$ cat config.mk
export PLATFORM = sky130hd
export DESIGN_NAME = modular_exponentiation
export DESIGN_NICKNAME = d
export VERILOG_FILES = /design/src/hw/rtl/mexp_pkg.sv /design/src/hw/rtl/modular_exponentiation.sv /design/src/hw/rtl/mexp_reduce.sv /design/src/hw/rtl/mexp_mulmod.sv
export SDC_FILE = /design/constraint.sdc
export NUM_CORES = 1
export LEC_CHECK = 0
export ABC_AREA = 1
export BUFFER_PORTS_ARGS = -buffer_cell sky130_fd_sc_hd__buf_4
export CAP_MARGIN = 10
export CORE_MARGIN = 2
export CORE_UTILIZATION = 60
export DETAILED_ROUTE_END_ITERATION = 8
export GPL_TIMING_DRIVEN = 1
export HOLD_SLACK_MARGIN = 0.06
export PLACE_DENSITY = 0.78
export SETUP_SLACK_MARGIN = 0.4
export SYNTH_ARGS = -nofsm -noshare
export SYNTH_HDL_FRONTEND = slang
export SYNTH_SLANG_ARGS = --single-unit
$ cat constraint.sdc
create_clock -name clk -period 10.9 [get_ports clk]
set_clock_uncertainty 0.05 [all_clocks]
set_input_delay 0 -clock clk [delete_from_list [all_inputs] [get_ports clk]]
set_output_delay 0 -clock clk [all_outputs]
set_load 0.02 [all_outputs]
$ cat src/hw/rtl/mexp_pkg.sv
`timescale 1ns / 1ps
`default_nettype none
// Package for the modular exponentiation block: widths, request and
// response payload types, unit result type and the conditional-subtract helper.
// No dependencies.
package mexp_pkg;

    localparam int WIDTH = 32;
    localparam int CNT_W = $clog2(WIDTH);

    typedef struct packed {
        logic [WIDTH-1:0] base;
        logic [WIDTH-1:0] exponent;
        logic [WIDTH-1:0] modulus;
    } mexp_req_t;

    typedef struct packed {
        logic [WIDTH-1:0] power_mod;
        logic             zero_modulus;
    } mexp_rsp_t;

    // Result of one serial arithmetic unit: done pulse and the value
    typedef struct packed {
        logic             done;
        logic [WIDTH-1:0] value;
    } mexp_unit_t;

    // Reduce v (known to be below 2*m) into [0, m)
    function automatic logic [WIDTH-1:0] sub_if_ge(input logic [WIDTH:0] v,
                                                   input logic [WIDTH-1:0] m);
        logic [WIDTH:0] diff;
        diff = v - {1'b0, m};
        if (v >= {1'b0, m}) begin
            return diff[WIDTH-1:0];
        end
        return v[WIDTH-1:0];
    endfunction

endpackage
`default_nettype wire

$ cat src/hw/rtl/modular_exponentiation.sv
`timescale 1ns / 1ps
`default_nettype none
// Modular exponentiation: base ** exponent mod modulus, all unsigned WIDTH bits.
// Depends on mexp_pkg, mexp_reduce and mexp_mulmod.
//
// Usage:
//   A request (base, exponent, modulus) is taken on req_valid && req_ready.
//   One response (power_mod, zero_modulus) is offered on rsp_valid and held
//   until rsp_ready. Requests are handled one at a time; req_ready is high
//   only while the sequencer is idle.
//   Sequence: the base is first reduced mod modulus by a bit-serial divider.
//   Then square-and-multiply walks the exponent from the top bit down: every
//   bit costs one modular square and, for a one bit, one modular multiply,
//   both in the bit-serial multiplier, which the square and the multiply share.
//   A zero modulus skips all arithmetic: the response (0, error) is then
//   offered without any divide or multiply.
//   Stall: the response sits in an output register; the next request is
//   accepted while it waits, and that request's result holds in the
//   sequencer until the register frees up.
//   Reset clears the sequencer and the response valid; nothing else is kept
//   between requests.
module modular_exponentiation (
    input  wire logic                clk,
    input  wire logic                rst_n,
    input  wire logic                req_valid,
    output      logic                req_ready,
    input  wire mexp_pkg::mexp_req_t req_data,
    output      logic                rsp_valid,
    input  wire logic                rsp_ready,
    output      mexp_pkg::mexp_rsp_t rsp_data
);
    import mexp_pkg::*;

    typedef enum logic [2:0] {
        ST_IDLE,
        ST_REDUCE,
        ST_SQUARE,
        ST_MULT,
        ST_DONE
    } state_t;

    state_t           state_reg;
    logic [WIDTH-1:0] base_reg;
    logic [WIDTH-1:0] exp_reg;
    logic [WIDTH-1:0] mod_reg;
    logic [WIDTH-1:0] acc_reg;
    logic             err_reg;
    logic [CNT_W-1:0] bit_cnt_reg;
    logic             rsp_valid_reg;
    mexp_rsp_t        rsp_data_reg;

    logic             req_fire;
    logic             red_start;
    mexp_unit_t       red_res;
    logic             mul_start;
    logic [WIDTH-1:0] mul_x;
    logic [WIDTH-1:0] mul_y;
    mexp_unit_t       mul_res;
    logic             next_is_mult;
    logic             last_bit;

    assign req_ready = (state_reg == ST_IDLE);
    assign req_fire  = req_valid && req_ready;
    // start the base reduction right on the accepting edge
    assign red_start = req_fire && (req_data.modulus != '0);
    assign last_bit  = (bit_cnt_reg == '0);

    always_comb
    begin
        mul_start    = 1'b0;
        next_is_mult = 1'b0;
        mul_x        = mul_res.value;
        case (state_reg)
            ST_REDUCE:
            begin
                // first square of the running result, still 1 mod n
                mul_x     = acc_reg;
                mul_start = red_res.done;
            end
            ST_SQUARE:
            begin
                next_is_mult = exp_reg[WIDTH-1];
                mul_start    = mul_res.done && (exp_reg[WIDTH-1] || !last_bit);
            end
            ST_MULT:
            begin
                mul_start = mul_res.done && !last_bit;
            end
            default:
            begin
                mul_start = 1'b0;
            end
        endcase
        mul_y = next_is_mult ? base_reg : mul_x;
    end

    mexp_reduce u_reduce (
        .clk      (clk),
        .rst_n    (rst_n),
        .start    (red_start),
        .dividend (req_data.base),
        .divisor  (req_data.modulus),
        .result   (red_res)
    );

    mexp_mulmod u_mulmod (
        .clk    (clk),
        .rst_n  (rst_n),
        .start  (mul_start),
        .x      (mul_x),
        .y      (mul_y),
        .m      (mod_reg),
        .result (mul_res)
    );

    always_ff @(posedge clk or negedge rst_n)
    begin
        if (!rst_n) begin
            state_reg     <= ST_IDLE;
            rsp_valid_reg <= 1'b0;
            bit_cnt_reg   <= '0;
        end else begin
            // raise the response when a result moves out, drop it once taken
            if (state_reg == ST_DONE && (!rsp_valid_reg || rsp_ready)) begin
                rsp_valid_reg <= 1'b1;
            end else if (rsp_valid_reg && rsp_ready) begin
                rsp_valid_reg <= 1'b0;
            end
            case (state_reg)
                ST_IDLE:
                begin
                    if (req_fire) begin
                        bit_cnt_reg <= CNT_W'(WIDTH - 1);
                        state_reg   <= (req_data.modulus == '0) ? ST_DONE : ST_REDUCE;
                    end
                end
                ST_REDUCE:
                begin
                    if (red_res.done) begin
                        state_reg <= ST_SQUARE;
                    end
                end
                ST_SQUARE:
                begin
                    if (mul_res.done) begin
                        if (exp_reg[WIDTH-1]) begin
                            state_reg <= ST_MULT;
                        end else if (last_bit) begin
                            state_reg <= ST_DONE;
                        end else begin
                            bit_cnt_reg <= bit_cnt_reg - 1'b1;
                        end
                    end
                end
                ST_MULT:
                begin
                    if (mul_res.done) begin
                        if (last_bit) begin
                            state_reg <= ST_DONE;
                        end else begin
                            bit_cnt_reg <= bit_cnt_reg - 1'b1;
                            state_reg   <= ST_SQUARE;
                        end
                    end
                end
                ST_DONE:
                begin
                    // hold the result until the output register is free
                    if (!rsp_valid_reg || rsp_ready) begin
                        state_reg <= ST_IDLE;
                    end
                end
                default:
                begin
                    state_reg <= ST_IDLE;
                end
            endcase
        end
    end

    // Datapath registers, no reset needed
    always_ff @(posedge clk)
    begin
        case (state_reg)
            ST_IDLE:
            begin
                if (req_fire) begin
                    exp_reg <= req_data.exponent;
                    mod_reg <= req_data.modulus;
                    err_reg <= (req_data.modulus == '0);
                    // 1 mod n: zero when n is one, and zero on error as well
                    acc_reg <= (req_data.modulus > WIDTH'(1)) ? WIDTH'(1) : '0;
                end
            end
            ST_REDUCE:
            begin
                if (red_res.done) begin
                    base_reg <= red_res.value;
                end
            end
            ST_SQUARE:
            begin
                if (mul_res.done) begin
                    acc_reg <= mul_res.value;
                    if (!exp_reg[WIDTH-1]) begin
                        exp_reg <= {exp_reg[WIDTH-2:0], 1'b0};
                    end
                end
            end
            ST_MULT:
            begin
                if (mul_res.done) begin
                    acc_reg <= mul_res.value;
                    exp_reg <= {exp_reg[WIDTH-2:0], 1'b0};
                end
            end
            ST_DONE:
            begin
                if (!rsp_valid_reg || rsp_ready) begin
                    rsp_data_reg.power_mod    <= acc_reg;
                    rsp_data_reg.zero_modulus <= err_reg;
                end
            end
            default:
            begin
                acc_reg <= acc_reg;
            end
        endcase
    end

    assign rsp_valid = rsp_valid_reg;
    assign rsp_data  = rsp_data_reg;

endmodule
`default_nettype wire

$ cat src/hw/rtl/mexp_reduce.sv
`timescale 1ns / 1ps
`default_nettype none
// Bit-serial restoring remainder: dividend mod divisor, one bit per cycle.
// Depends on mexp_pkg.
module mexp_reduce (
    input  wire logic                    clk,
    input  wire logic                    rst_n,
    input  wire logic                    start,
    input  wire logic [mexp_pkg::WIDTH-1:0] dividend,
    input  wire logic [mexp_pkg::WIDTH-1:0] divisor,
    output mexp_pkg::mexp_unit_t         result
);
    import mexp_pkg::*;

    logic             busy_reg, busy_next;
    logic             done_reg, done_next;
    logic [CNT_W-1:0] cnt_reg, cnt_next;
    logic [WIDTH-1:0] rem_reg, rem_next;
    logic [WIDTH-1:0] shf_reg, shf_next;
    logic [WIDTH-1:0] div_reg, div_next;

    always_comb
    begin
        busy_next = busy_reg;
        done_next = 1'b0;
        cnt_next  = cnt_reg;
        rem_next  = rem_reg;
        shf_next  = shf_reg;
        div_next  = div_reg;
        if (start) begin
            busy_next = 1'b1;
            cnt_next  = CNT_W'(WIDTH - 1);
            rem_next  = '0;
            shf_next  = dividend;
            div_next  = divisor;
        end else if (busy_reg) begin
            // bring down the next dividend bit, subtract if it fits
            rem_next = sub_if_ge({rem_reg, shf_reg[WIDTH-1]}, div_reg);
            shf_next = {shf_reg[WIDTH-2:0], 1'b0};
            cnt_next = cnt_reg - 1'b1;
            if (cnt_reg == '0) begin
                busy_next = 1'b0;
                done_next = 1'b1;
            end
        end
    end

    always_ff @(posedge clk or negedge rst_n)
    begin
        if (!rst_n) begin
            busy_reg <= 1'b0;
            done_reg <= 1'b0;
            cnt_reg  <= '0;
        end else begin
            busy_reg <= busy_next;
            done_reg <= done_next;
            cnt_reg  <= cnt_next;
        end
    end

    always_ff @(posedge clk)
    begin
        rem_reg <= rem_next;
        shf_reg <= shf_next;
        div_reg <= div_next;
    end

    assign result.done  = done_reg;
    assign result.value = rem_reg;

endmodule
`default_nettype wire

$ cat src/hw/rtl/mexp_mulmod.sv
`timescale 1ns / 1ps
`default_nettype none
// Bit-serial interleaved modular multiplier: x * y mod m by double-and-add,
// one multiplier bit per cycle, most significant first. Depends on mexp_pkg.
module mexp_mulmod (
    input  wire logic                    clk,
    input  wire logic                    rst_n,
    input  wire logic                    start,
    input  wire logic [mexp_pkg::WIDTH-1:0] x,
    input  wire logic [mexp_pkg::WIDTH-1:0] y,
    input  wire logic [mexp_pkg::WIDTH-1:0] m,
    output mexp_pkg::mexp_unit_t         result
);
    import mexp_pkg::*;

    logic             busy_reg, busy_next;
    logic             done_reg, done_next;
    logic [CNT_W-1:0] cnt_reg, cnt_next;
    logic [WIDTH-1:0] acc_reg, acc_next;
    logic [WIDTH-1:0] x_reg, x_next;
    logic [WIDTH-1:0] y_reg, y_next;
    logic [WIDTH-1:0] m_reg, m_next;
    logic [WIDTH-1:0] dbl;
    logic [WIDTH-1:0] dbl_add;

    assign dbl     = sub_if_ge({acc_reg, 1'b0}, m_reg);
    assign dbl_add = sub_if_ge({1'b0, dbl} + {1'b0, x_reg}, m_reg);

    always_comb
    begin
        busy_next = busy_reg;
        done_next = 1'b0;
        cnt_next  = cnt_reg;
        acc_next  = acc_reg;
        x_next    = x_reg;
        y_next    = y_reg;
        m_next    = m_reg;
        if (start) begin
            busy_next = 1'b1;
            cnt_next  = CNT_W'(WIDTH - 1);
            acc_next  = '0;
            x_next    = x;
            y_next    = y;
            m_next    = m;
        end else if (busy_reg) begin
            acc_next = y_reg[WIDTH-1] ? dbl_add : dbl;
            y_next   = {y_reg[WIDTH-2:0], 1'b0};
            cnt_next = cnt_reg - 1'b1;
            if (cnt_reg == '0) begin
                busy_next = 1'b0;
                done_next = 1'b1;
            end
        end
    end

    always_ff @(posedge clk or negedge rst_n)
    begin
        if (!rst_n) begin
            busy_reg <= 1'b0;
            done_reg <= 1'b0;
            cnt_reg  <= '0;
        end else begin
            busy_reg <= busy_next;
            done_reg <= done_next;
            cnt_reg  <= cnt_next;
        end
    end

    always_ff @(posedge clk)
    begin
        acc_reg <= acc_next;
        x_reg   <= x_next;
        y_reg   <= y_next;
        m_reg   <= m_next;
    end

    assign result.done  = done_reg;
    assign result.value = acc_reg;

endmodule
`default_nettype wire
[Word-level counts from Yosys, hierarchy flattened]
Index checks and enable logic that the tools add are counted.
Word-level totals
  output and inout bits: 35
  bits of input ports: 100
  word-level logic and storage cells: 139
  register bits: 409
Operators by class
  reductions and logical operators: 29
  multiplexer cells: 63
  magnitude comparators: 4
  add/sub/neg operators: 7
  equal/unequal tests: 12
Operators by type and width (number)
  two-way mux 32 bit: 19
  greater-or-equal comparator 33 x 32 -> 1 bit: 3
  one-hot mux 32 bit (3 select lines): 1
  subtractor 32 bit: 3
  one-hot mux 32 bit (2 select lines): 1
  two-way mux 5 bit: 9
  adder 32 x 32 -> 33 bit: 1
  greater-than comparator 32 x 1 -> 1 bit (second input constant): 1
  zero test 32 bit: 1
  nonzero test 32 bit: 1
  two-way mux 3 bit: 9
  two-way mux 1 bit: 21
  zero test 5 bit: 3
  one-hot mux 3 bit (5 select lines): 1
  one-hot mux 5 bit (3 select lines): 1
  subtractor 5 x 1 -> 5 bit (second input constant): 3
  inequality test 2 x 1 -> 1 bit (second input constant): 6
  nonzero test 2 bit: 4
  == test 3 x 2 -> 1 bit (second input constant): 2
  logical AND 1 bit: 6
  AND reduction 2 bit: 3
  AND reduction 6 bit: 1
  AND reduction 5 bit: 1
  AND reduction 4 bit: 1
  other kinds (11): 13

[Logic depth before layout (Yosys ltp)]
Gate-level depths: netlist of the first run.
  word-level depth: 8
  depth in mapped cells: 46
  gate-level depth less buffers: 44

[Hierarchy]
Synthesis of the first run repeated with hierarchy kept, for this count alone.
Second synthesis, totals
  cells, all modules: 3809
  area, all modules: 27590.2 um2
By module, submodules not included
  mexp_mulmod: instances 1, area an instance 13518.0 um2, cells an instance 2170, sequential area each 3698.5 um2
  modular_exponentiation: instances 1, area an instance 7204.4 um2, cells an instance 643, sequential area each 5089.9 um2
  mexp_reduce: instances 1, area an instance 6867.8 um2, cells an instance 996, sequential area each 2737.6 um2

[Worst setup path before layout of the first run]
No wires, ideal clock.
  kind: register -> register
  from: register u_mulmod.m_reg[3]
  to: register u_mulmod.acc_reg[20]
  data arrival time: 4.614 ns
  setup slack: 6.119 ns
  cell stages (with the launch flop): 42
  data required time: 10.733 ns
  setup time: 0.117 ns
  buffers on the path: 3
  cell sequence: edfxtp_1 -> inv_1 -> ha_1 -> nand2_1 -> nor2_1 -> nand2_1 -> nand3_2 -> nand2_1 -> nand2_1 -> nand2_1 -> nand2_2 -> nand2_2 -> buf_4 -> a21oi_1 -> ha_1 -> inv_1 -> fa_1 -> inv_1 -> [6 not listed] -> xor2_1 -> inv_1 -> ha_1 -> nand2_1 -> nor2_1 -> nand2_1 -> nor2_1 -> nand2_2 -> inv_2 -> nor2_1 -> nor2_2 -> nor2_2 -> buf_6 -> buf_6 -> nor2_1 -> nor2_1 -> nor2_1 -> nor2_1
Between the ends
  word-level cells in the longest chain between the ends: 8
  elaborated cells between the ends (all ways): 12
Ends and longest elaborated chain
  start, declared: RTL line mexp_mulmod.sv:22  | logic [WIDTH-1:0] m_reg, m_next;
  start signal, assigned: RTL line mexp_mulmod.sv:74  | m_reg <= m_next;
  subtractor 32 bit / greater-or-equal comparator 33 x 32 -> 1 bit (equally long branches): RTL line mexp_pkg.sv:32, mexp_pkg.sv:33
  two-way mux 32 bit / two-way mux 1 bit (equally long branches): RTL line mexp_pkg.sv:33  | if (v >= {1'b0, m}) begin
  two-way mux 32 bit: RTL line mexp_pkg.sv:36  | return v[WIDTH-1:0];
  adder 32 x 32 -> 33 bit: RTL line mexp_mulmod.sv:27  | assign dbl_add = sub_if_ge({1'b0, dbl} + {1'b0, x_reg}, m_reg);
  subtractor 32 bit / greater-or-equal comparator 33 x 32 -> 1 bit (equally long branches): RTL line mexp_pkg.sv:32, mexp_pkg.sv:33
  two-way mux 32 bit / two-way mux 1 bit (equally long branches): RTL line mexp_pkg.sv:33
  two-way mux 32 bit: RTL line mexp_pkg.sv:36
  two-way mux 32 bit (*): RTL line mexp_mulmod.sv:46  | acc_next = y_reg[WIDTH-1] ? dbl_add : dbl;
  end signal, assigned: RTL line mexp_mulmod.sv:71  | acc_reg <= acc_next;
  end, declared: RTL line mexp_mulmod.sv:19  | logic [WIDTH-1:0] acc_reg, acc_next;
Every way passes the cells marked *; elsewhere a longest branch is shown, timed or not. The select of a mux whose other input is x is not followed.
A chain may end at the register's enable or synchronous reset.

[Worst setup path in the final report of the first run]
  from: register u_mulmod.m_reg[15]
  to: register u_mulmod.acc_reg[28]
The elaborated chain is that of the path after synthesis.

==> key figures, run 1 <==
Yosys
  • Largest family of logic cells by synthesized area: simple AND/OR/NAND/NOR gates
  • Post-synth EDFFs: 322
  • Ys async rst share: under 10%
  • Net Count, Synth: 3917
  • Top post-synthesis cells by area: edfxtp_1 36%, nand2_1 17%, inv_1 8.2%
  • Multiplexer share of the synthesized area: 0%
  • Syn Area/Cell: ~7.3 um^2
  • Adder-cell share of the synthesized area: 6.49%
  • Post-Synth XOR/XNOR Area: 2.31%
  • Cell accounting for the most synthesized area: edfxtp_1
  • FF+latch count, synth: approximately 410
  • Post-Synth Simple-Gate Area: about a third
  • Yosys warning count: 0
  • Top-area cell type share of the netlist area: between 30% and 40%
  • Yosys cell types: 50
  • Synth Cell Area: 26900 um^2
  • Synth Area in Compound Gates: under 10%
  • Mapped Cells: approximately 3700
  • Main synth FF type: edfxtp_1
  • Seq/Total Area, Yosys: 42.9%

Final layout
  • Synthesis-to-layout area growth: 14.6%
  • Max reg flops: 33
  • FILL cells: 3667
  • Nets: between 4000 and 5000
  • Fin area: between 30000 and 40000 um^2
  • Core Util, Final: 69.7%
  • Share of cells above drive strength 1: 7.34%
  • Non-filler cells, final: 4522

STA
  • F_max: 135 MHz
  • Final Setup Violations: 0
  • Min cycle time layout: between 7000 and 8000 ps
  • RSZ-0062 raised after global routing: false
  • Slew margin rel.: 6.24%
  • Total negative setup slack: 0 ps
  • Worst Tran Pin Value: between 1000 and 1500 ps
  • Fin. Hold Viols: 0
  • PnR worst setup slack: roughly 3500 ps
  • Max Slew Vio Count: 0
  • Fin crit share: ~68%

Die
  • Die Wd: 216 um
  • FP Rows: 77
  • Die Footprint: 46500 um^2
  • Initial core utilization: about three fifths
  • Num ports: 135
  • CORE AREA: 44200 um^2
  • Die Ht: 216 um

Clock tree
  • Post-CTS setup repair buffer count: 0
  • Total CTS buffers: 42
  • Post-CTS Resized: 0
  • Clk_lat worst skew: 580 ps
  • CTS tree: yes
  • Clock tree buffer depth: 3
  • H-tree Lvls: 2
  • Clk root buf: clkbuf_16
  • CTS sink cnt: between 400 and 500
  • Clk pin slew, worst setup/hold paths: ~60 ps

Worst setup path
  • CP max stage cell: nand2_2
  • Reg2reg path depth: 40
  • Worst setup path start: u_mulmod.m_reg[15]$_DFFE_PP_
  • Worst path most repeated cell: nand2_1
  • Crit Reg-Reg Endpoint: u_mulmod.acc_reg[28]$_SDFFE_PP0P_
  • Slowest stage delay, CP: between 500 and 600 ps
  • CP arrival: around 7900 ps
  • Element type at the critical path end: flip-flop
  • Worst-path fanout max: 33
  • Kind of critical path: flip-flop to flip-flop
  • Worst Path Required: 11360 ps
  • Reg2reg setup slack: between 3000 and 4000 ps
  • Element type at the critical path start: flip-flop
  • Last element of the critical path: u_mulmod.acc_reg[28]$_SDFFE_PP0P_
  • Reg-to-reg startpoint: u_mulmod.m_reg[15]$_DFFE_PP_

Placed design
  • Detailed-placement wirelength estimate: a little over 70000 um
  • Inst Count DP: 4338
  • Place WS: around 3800 ps
  • Placed inst area: 28400 um^2
  • PortBufs: ~130
  • Final GP Congestion: ~1.1

Outcome
  • Status: completed

Pwr
  • Peak supply drop: roughly 0.21 mV
  • Gate power share: between 40% and 50%
  • Sw Ratio: about two fifths
  • P_leak: approximately 15 nW
  • Int Power: 3.74 mW
  • Sequential power share: 35.5%
  • Pwr per Cell Area: around 210 nW/um^2
  • P_sw: between 2 and 3 mW
  • Clock Power Share: 23.1%

Routing
  • Met2 routed WL: 41500 um
  • Met3 wire length: between 9000 and 10000 um
  • Vias post-DR: roughly 25000
  • Drt drc: 0
  • Vias per cell: roughly 5.6
  • Routed len/inst: ~20 um
  • Starting DRT DRC Count: around 3000
  • Drt total wl: just over 90000 um
  • M1 WL: about 36000 um
  • Post-DRT Antenna Nets: 0
  • Drt pass-1 iters: 6
  • Top routing layer used: met5

Global routing
  • Total gr overflow: 0
  • First-pass GRT wire length: around 140000 um
  • Antenna violations before repair: 4
  • Vias in the first global route: ~24000
  • GRT Util Overall: 39.7%
  • Largest net degree at the start of global routing: 100

Worst hold path
  • Hold crit path type: input pin to flip-flop

Job
  • Max cap viols: 0
-- kinds of logic (layout without fill, tap and decap cells) --
kind of cell / count (synthesis) / count (layout)
AOI/OAI and AO/OA: 307 / 307
xor gates and xnor gates: 71 / 71
adders and majority gates: 137 / 137
buffers and inverters: 696 / 941
DFF: 409 / 409
other: 0 / 5
and+or+nand+nor: 2060 / 2060
-- metrics by stage --
step                      power (mW)  hold WS [ps]
final                           6.36           111
after global routing            6.73           116
after CTS                       6.26          97.9
after detailed placement        4.77          -120
after global placement          4.74          -131
after floorplan                 4.01          -346
-- worst max-delay path: cells and delay by family (launching register included) --
family	cells	cell delay (ps)
and+or+nand+nor	29	4510
xor gates and xnor gates	1	450
adders and majority gates	3	1110
buffers and inverters	6	630
DFF	1	380
AOI/OAI and AO/OA	1	200
-- per-layer routing --
layer | vias up | GRT usage [%]
met3 | 255 | 8.53
met4 | 6 | 20.2
met2 | 1296 | 63.0
met5 | - | 0
met1 | 11600 | 51.4
li1 | 12100 | -
-- layout make-up --
cell class                 instances  area [um^2]  area share (%)
multi-input combinational       2575        12700            41.1
inverter                         609         2290            7.43
tap                              592          741            2.40
clock buffer                      57         1190            3.87
clock inverter                    21          218           0.707
timing repair buffer             254         2170            7.04
sequential                       409        11500            37.4
antenna                            5         12.5          0.0406
-- power by group through the flow --
| stage | registers, mW | logic, mW | clock network [mW] |
|---|---|---|---|
| after global routing | 2.28 | 2.91 | 1.54 |
| after global placement | 2.26 | 2.48 | 0 |
| after detailed placement | 2.27 | 2.50 | 0 |
| after floorplan | 2.21 | 1.81 | 0 |
| final | 2.26 | 2.63 | 1.47 |
| after CTS | 2.24 | 2.55 | 1.47 |
-- worst min-delay path by stage --
stage	from	endpoint	depth (start not counted)
2_1_floorplan	rst_n	bit_cnt_reg[0]$_DFFE_PN0P_	0
6_report	rsp_ready	rsp_valid$_DFFE_PN0P_	3
3_5_place_dp	rst_n	u_reduce.busy_reg$_DFF_PN0_	1
5_1_grt	req_data[20]	mod_reg[20]$_DFFE_PP_	2
3_3_place_gp	rst_n	u_reduce.cnt_reg[0]$_DFFE_PN0P_	1
4_1_cts	req_data[21]	mod_reg[21]$_DFFE_PP_	2
-- cells in the final DEF, fill, tap and decap left out, drive strengths merged, types with 46 or more instances in the layout --
cell	instances
nand3	235
a21oi	97
clkbuf	57
edfxtp	322
dlygate4sd3	100
o21ai	143
nand3b	46
inv	608
nand2	1261
nor2	424
buf	154
dfxtp	64
ha	133
-- what timing repair did --
| item | 4_1_cts | 5_1_grt |
|---|---|---|
| endpoints found under the setup margin | 0 | 0 |
| hold buffers | 101 | 0 |
| hold endpoints to repair | 160 | 0 |
-- cells in the mapped netlist, types with 7 or more instances --
library cell,count
a21o_1,10
a21oi_1,94
a31oi_1,33
and2_1,30
buf_1,8
buf_2,28
buf_4,7
buf_6,7
clkbuf_1,37
dfrtp_1,23
dfxtp_1,64
edfxtp_1,322
ha_1,133
inv_1,585
inv_2,21
nand2_1,1244
nand2_2,14
nand3_1,233
nand3b_1,46
nand4_1,35
nor2_1,407
nor2_2,11
nor3_1,16
o21ai_0,135
o21ai_1,7
o21bai_1,13
xnor2_1,32
xor2_1,39
(Power assumes the default switching activity.)
==> run 2, diff against run 1 <==
--- a/config.mk
+++ b/config.mk
@@ -5,15 +5,15 @@
 export SDC_FILE = /design/constraint.sdc
 export NUM_CORES = 1
 export LEC_CHECK = 0
-export ABC_AREA = 1
+export ABC_AREA = 0
 export BUFFER_PORTS_ARGS = -buffer_cell sky130_fd_sc_hd__buf_4
 export CAP_MARGIN = 10
 export CORE_MARGIN = 2
-export CORE_UTILIZATION = 60
+export CORE_UTILIZATION = 56
 export DETAILED_ROUTE_END_ITERATION = 8
 export GPL_TIMING_DRIVEN = 1
 export HOLD_SLACK_MARGIN = 0.06
-export PLACE_DENSITY = 0.78
+export PLACE_DENSITY = 0.77
 export SETUP_SLACK_MARGIN = 0.4
 export SYNTH_ARGS = -nofsm -noshare
 export SYNTH_HDL_FRONTEND = slang
==> constraint.sdc (replaced) <==
create_clock -name clk -period 6.24 [get_ports clk]
set_clock_uncertainty 0.05 [all_clocks]
set_input_delay 0 -clock clk [delete_from_list [all_inputs] [get_ports clk]]
set_output_delay 0 -clock clk [all_outputs]
set_load 0.02 [all_outputs]
==> key figures, run 2 <==
Outcome
  • Status: complete, but fails checks (was completed)
  • Failing checks: setup timing

Yosys
  • Ys async rst share: 5.62% (unchanged)
  • Main synth FF type: edfxtp_1 (unchanged)
  • Net Count, Synth: 2460 (was 3917)
  • Cell accounting for the most synthesized area: edfxtp_1 (unchanged)
  • Seq/Total Area, Yosys: 49.3% (was 42.9%)
  • Yosys cell types: 94 (was 50)
  • Post-synth EDFFs: 322 (unchanged)
  • Syn Area/Cell: 10.5 um^2 (was 7.31 um^2)
  • Synth Cell Area: 23400 um^2 (was 26900 um^2)
  • FF+latch count, synth: 409 (unchanged)
  • Top-area cell type share of the netlist area: 41.3% (was 36.0%)
  • Yosys warning count: 0 (unchanged)
  • Synth cell count leaders: 322 x edfxtp_1, 266 x nand2_1, 177 x a21oi_1, 145 x nor2_1, 133 x ha_1 (was 1244 x nand2_1, 585 x inv_1, 407 x nor2_1, 322 x edfxtp_1, 233 x nand3_1)
  • Mapped Cells: 2223 (was 3680)
  • Count leader, synth: edfxtp_1 (was nand2_1)
  • Top post-synthesis cells by area: edfxtp_1 41%, ha_1 7.1%, dfxtp_1 5.5% (was edfxtp_1 36%, nand2_1 17%, inv_1 8.2%)

Final layout
  • Synthesis-to-layout area growth: 30.5% (was 14.6%)
  • Nets: 2947 (was 4128)
  • Core Util, Final: 74.4% (was 69.7%)
  • Max reg flops: 33 (unchanged)
  • Share of cells above drive strength 1: 27.2% (was 7.34%)
  • Most common cell after layout, fill and taps aside: buf_4 (was nand2_1)
  • Commonest non-fill, non-tap cells in the layout: 419 x buf_4, 322 x edfxtp_1, 254 x nand2_1, 155 x a21oi_1, 139 x nor2_1 (was 1244 x nand2_1, 585 x inv_1, 405 x nor2_1, 322 x edfxtp_1, 233 x nand3_1)
  • Fin area: 30500 um^2 (was 30800 um^2)

Pwr
  • P_leak: 13.1 nW (was 15.1 nW)
  • Sw Ratio: 36.9% (was 41.2%)
  • Gate power share: 46.8% (was 41.4%)
  • Peak supply drop: 0.358 mV (was 0.213 mV)
  • Clock Power Share: 22.8% (was 23.1%)
  • P_sw: 4.46 mW (was 2.62 mW)
  • Int Power: 7.61 mW (was 3.74 mW)
  • Sequential power share: 30.4% (was 35.5%)
  • Pwr per Cell Area: 395 nW/um^2 (was 207 nW/um^2)

Job
  • Max cap viols: 0 (unchanged)

Clock tree
  • CTS tree: yes (unchanged)
  • Clk pin slew, worst setup/hold paths: 60 ps (about the same)
  • Total CTS buffers: 44 (was 42)
  • H-tree Lvls: 2 (unchanged)
  • Clk root buf: clkbuf_16 (unchanged)
  • Clk_lat worst skew: 580 ps (about the same)
  • CTS sink cnt: 409 (unchanged)
  • Clock tree buffer depth: 3 (unchanged)

Die
  • Num ports: 135 (unchanged)
  • CORE AREA: 41000 um^2 (was 44200 um^2)
  • Die Footprint: 43400 um^2 (was 46500 um^2)
  • Die Ht: 208 um (was 216 um)
  • FP Rows: 74 (was 77)
  • Die Wd: 208 um (was 216 um)
  • Initial core utilization: 57.0% (was 60.8%)

Worst setup path
  • CP arrival: 6930 ps (was 7870 ps)
  • Element type at the critical path end: flip-flop (unchanged)
  • Reg2reg path depth: 32 (was 40)
  • Reg-to-reg startpoint: u_mulmod.m_reg[13]$_DFFE_PP_ (was u_mulmod.m_reg[15]$_DFFE_PP_)
  • Worst Path Required: 6640 ps (was 11360 ps)
  • Slowest stage delay, CP: 370 ps (was 540 ps)
  • Reg2reg setup slack: -290 ps (was 3480 ps)
  • CP max stage cell: edfxtp_1 (was nand2_2)
  • Element type at the critical path start: flip-flop (unchanged)
  • Kind of critical path: flip-flop to flip-flop (unchanged)
  • Crit Reg-Reg Endpoint: u_mulmod.acc_reg[27]$_SDFFE_PP0P_ (was u_mulmod.acc_reg[28]$_SDFFE_PP0P_)
  • Worst-path fanout max: 8 (was 33)

Placed design
  • Placed inst area: 26900 um^2 (was 28400 um^2)
  • Final GP Congestion: 0.960 (was 1.09)
  • PortBufs: 134 (unchanged)
  • Detailed-placement wirelength estimate: 47600 um (was 70600 um)

Global routing
  • Antenna violations before repair: 2 (was 4)
  • GRT Util Overall: 31.2% (was 39.7%)
  • Total gr overflow: 0 (unchanged)
  • First-pass GRT wire length: 106000 um (was 140000 um)
  • Vias in the first global route: 19400 (was 23900)
  • Largest net degree at the start of global routing: 147 (was 100)

Worst hold path
  • Hold crit path type: input pin to flip-flop (unchanged)
  • Worst Hold Depth: 2 (was 3)
  • Worst Hold Launch: req_data[25] (was rsp_ready)
  • Hold endpoint: mod_reg[25]$_DFFE_PP_ (was rsp_valid$_DFFE_PN0P_)

STA
  • Worst Tran Pin Value: 1160 ps (was 1390 ps)
  • Fin. Hold Viols: 0 (unchanged)
  • Slew margin rel.: 22.7% (was 6.24%)
  • Max Slew Vio Count: 0 (unchanged)
  • PnR worst setup slack: -292 ps (was 3480 ps)
  • Min cycle time layout: 6530 ps (was 7420 ps)
  • Fin crit share: 105% (was 68.1%)
  • Final Setup Violations: 32 (was 0)
  • F_max: 153 MHz (was 135 MHz)
  • RSZ-0062 raised after global routing: true (was false)

Routing
  • Drt pass-1 iters: 6 (unchanged)
  • Starting DRT DRC Count: 2035 (was 3024)
  • Drt total wl: 69300 um (was 92200 um)
  • Post-DRT Antenna Nets: 0 (unchanged)
  • Vias post-DR: 19700 (was 25200)
  • Vias per cell: 6.01 (was 5.58)
  • Routed len/inst: 21.1 um (was 20.4 um)
  • Drt drc: 0 (unchanged)
run 2: critical path, delay by kind of cell (launching register included):
kind	cells	cell delay (ps)
mux	1	330
xor+xnor	1	160
buf+inv	5	760
flops	1	370
simple gates	8	1070
compound gates	14	2770
fa+ha+maj	3	880
run 2: cell type report:
| class | count | area (um^2) |
|---|---|---|
| Clock inverter | 26 | 279 |
| Antenna cell | 2 | 5.00 |
| Inverter | 107 | 404 |
| Sequential cell | 409 | 11500 |
| Clock buffer | 56 | 1240 |
| Fill cell | 2709 | 10500 |
| Timing Repair Buffer | 538 | 4460 |
| Tap cell | 532 | 666 |
| Multi-Input combinational cell | 1610 | 12000 |
run 2: power groups by stage:
stage          registers [mW]  logic (mW)  clock network (mW)
6_report                 3.67        5.65                2.75
5_1_grt                  3.71        6.13                2.86
3_5_place_dp             3.71        4.81                   0
2_1_floorplan            3.62        3.45                   0
4_1_cts                  3.66        5.26                2.77
3_3_place_gp             3.69        4.69                   0
run 2: cells by family after synthesis:
kind of cell    after synthesis  synth area share [%]
compound gates              603                  17.4
mux                         116                  5.18
xor+xnor                    117                  4.38
flops                       409                  49.3
buf+inv                     205                  3.67
fa+ha+maj                   137                  7.45
simple gates                636                  12.6
run 2: worst max-delay path by stage:
stage	cells after the start	start	to
finish	32	u_mulmod.m_reg[13]$_DFFE_PP_	u_mulmod.acc_reg[27]$_SDFFE_PP0P_
detailed placement	33	u_mulmod.m_reg[12]$_DFFE_PP_	u_mulmod.acc_reg[13]$_SDFFE_PP0P_
floorplan	33	u_mulmod.m_reg[1]$_DFFE_PP_	u_mulmod.acc_reg[6]$_SDFFE_PP0P_
global route	33	u_mulmod.m_reg[1]$_DFFE_PP_	u_mulmod.acc_reg[6]$_SDFFE_PP0P_
global placement	32	u_mulmod.m_reg[28]$_DFFE_PP_	u_mulmod.acc_reg[0]$_SDFFE_PP0P_
CTS	30	u_mulmod.m_reg[1]$_DFFE_PP_	u_mulmod.acc_reg[30]$_SDFFE_PP0P_
run 2: layer usage:
layer | routed length [um] | global-route usage, % | vias to the layer above
li1 | - | - | 9164
met1 | 28800 | 42.8 | 9451
met2 | 32100 | 50.1 | 943
met3 | 6080 | 5.55 | 148
met4 | 2270 | 10.6 | 0
met5 | 0 | 0 | -
run 2: timing repair:
action	4_1_cts	5_1_grt
setup buffers	25	10
cloned	3	0
pin swaps	63	69
hold buffers	100	0
resized for setup	88	84
hold endpoints to repair	160	0
endpoints found under the setup margin	32	32
run 2: per-stage QoR:
step / hold slack, ps / setup TNS [ps] / setup slack [ps] / power [mW] / cells
finish: 124 / -6030 / -292 / 12.1 / 3280
CTS: 82.3 / -652 / -96.1 / 11.7 / 3267
global placement: -142 / -418 / -120 / 8.38 / 3057
floorplan: -346 / 0 / 258 / 7.07 / 2223
global route: 116 / -14170 / -536 / 12.7 / 3279
detailed placement: -131 / -3450 / -209 / 8.52 / 3057
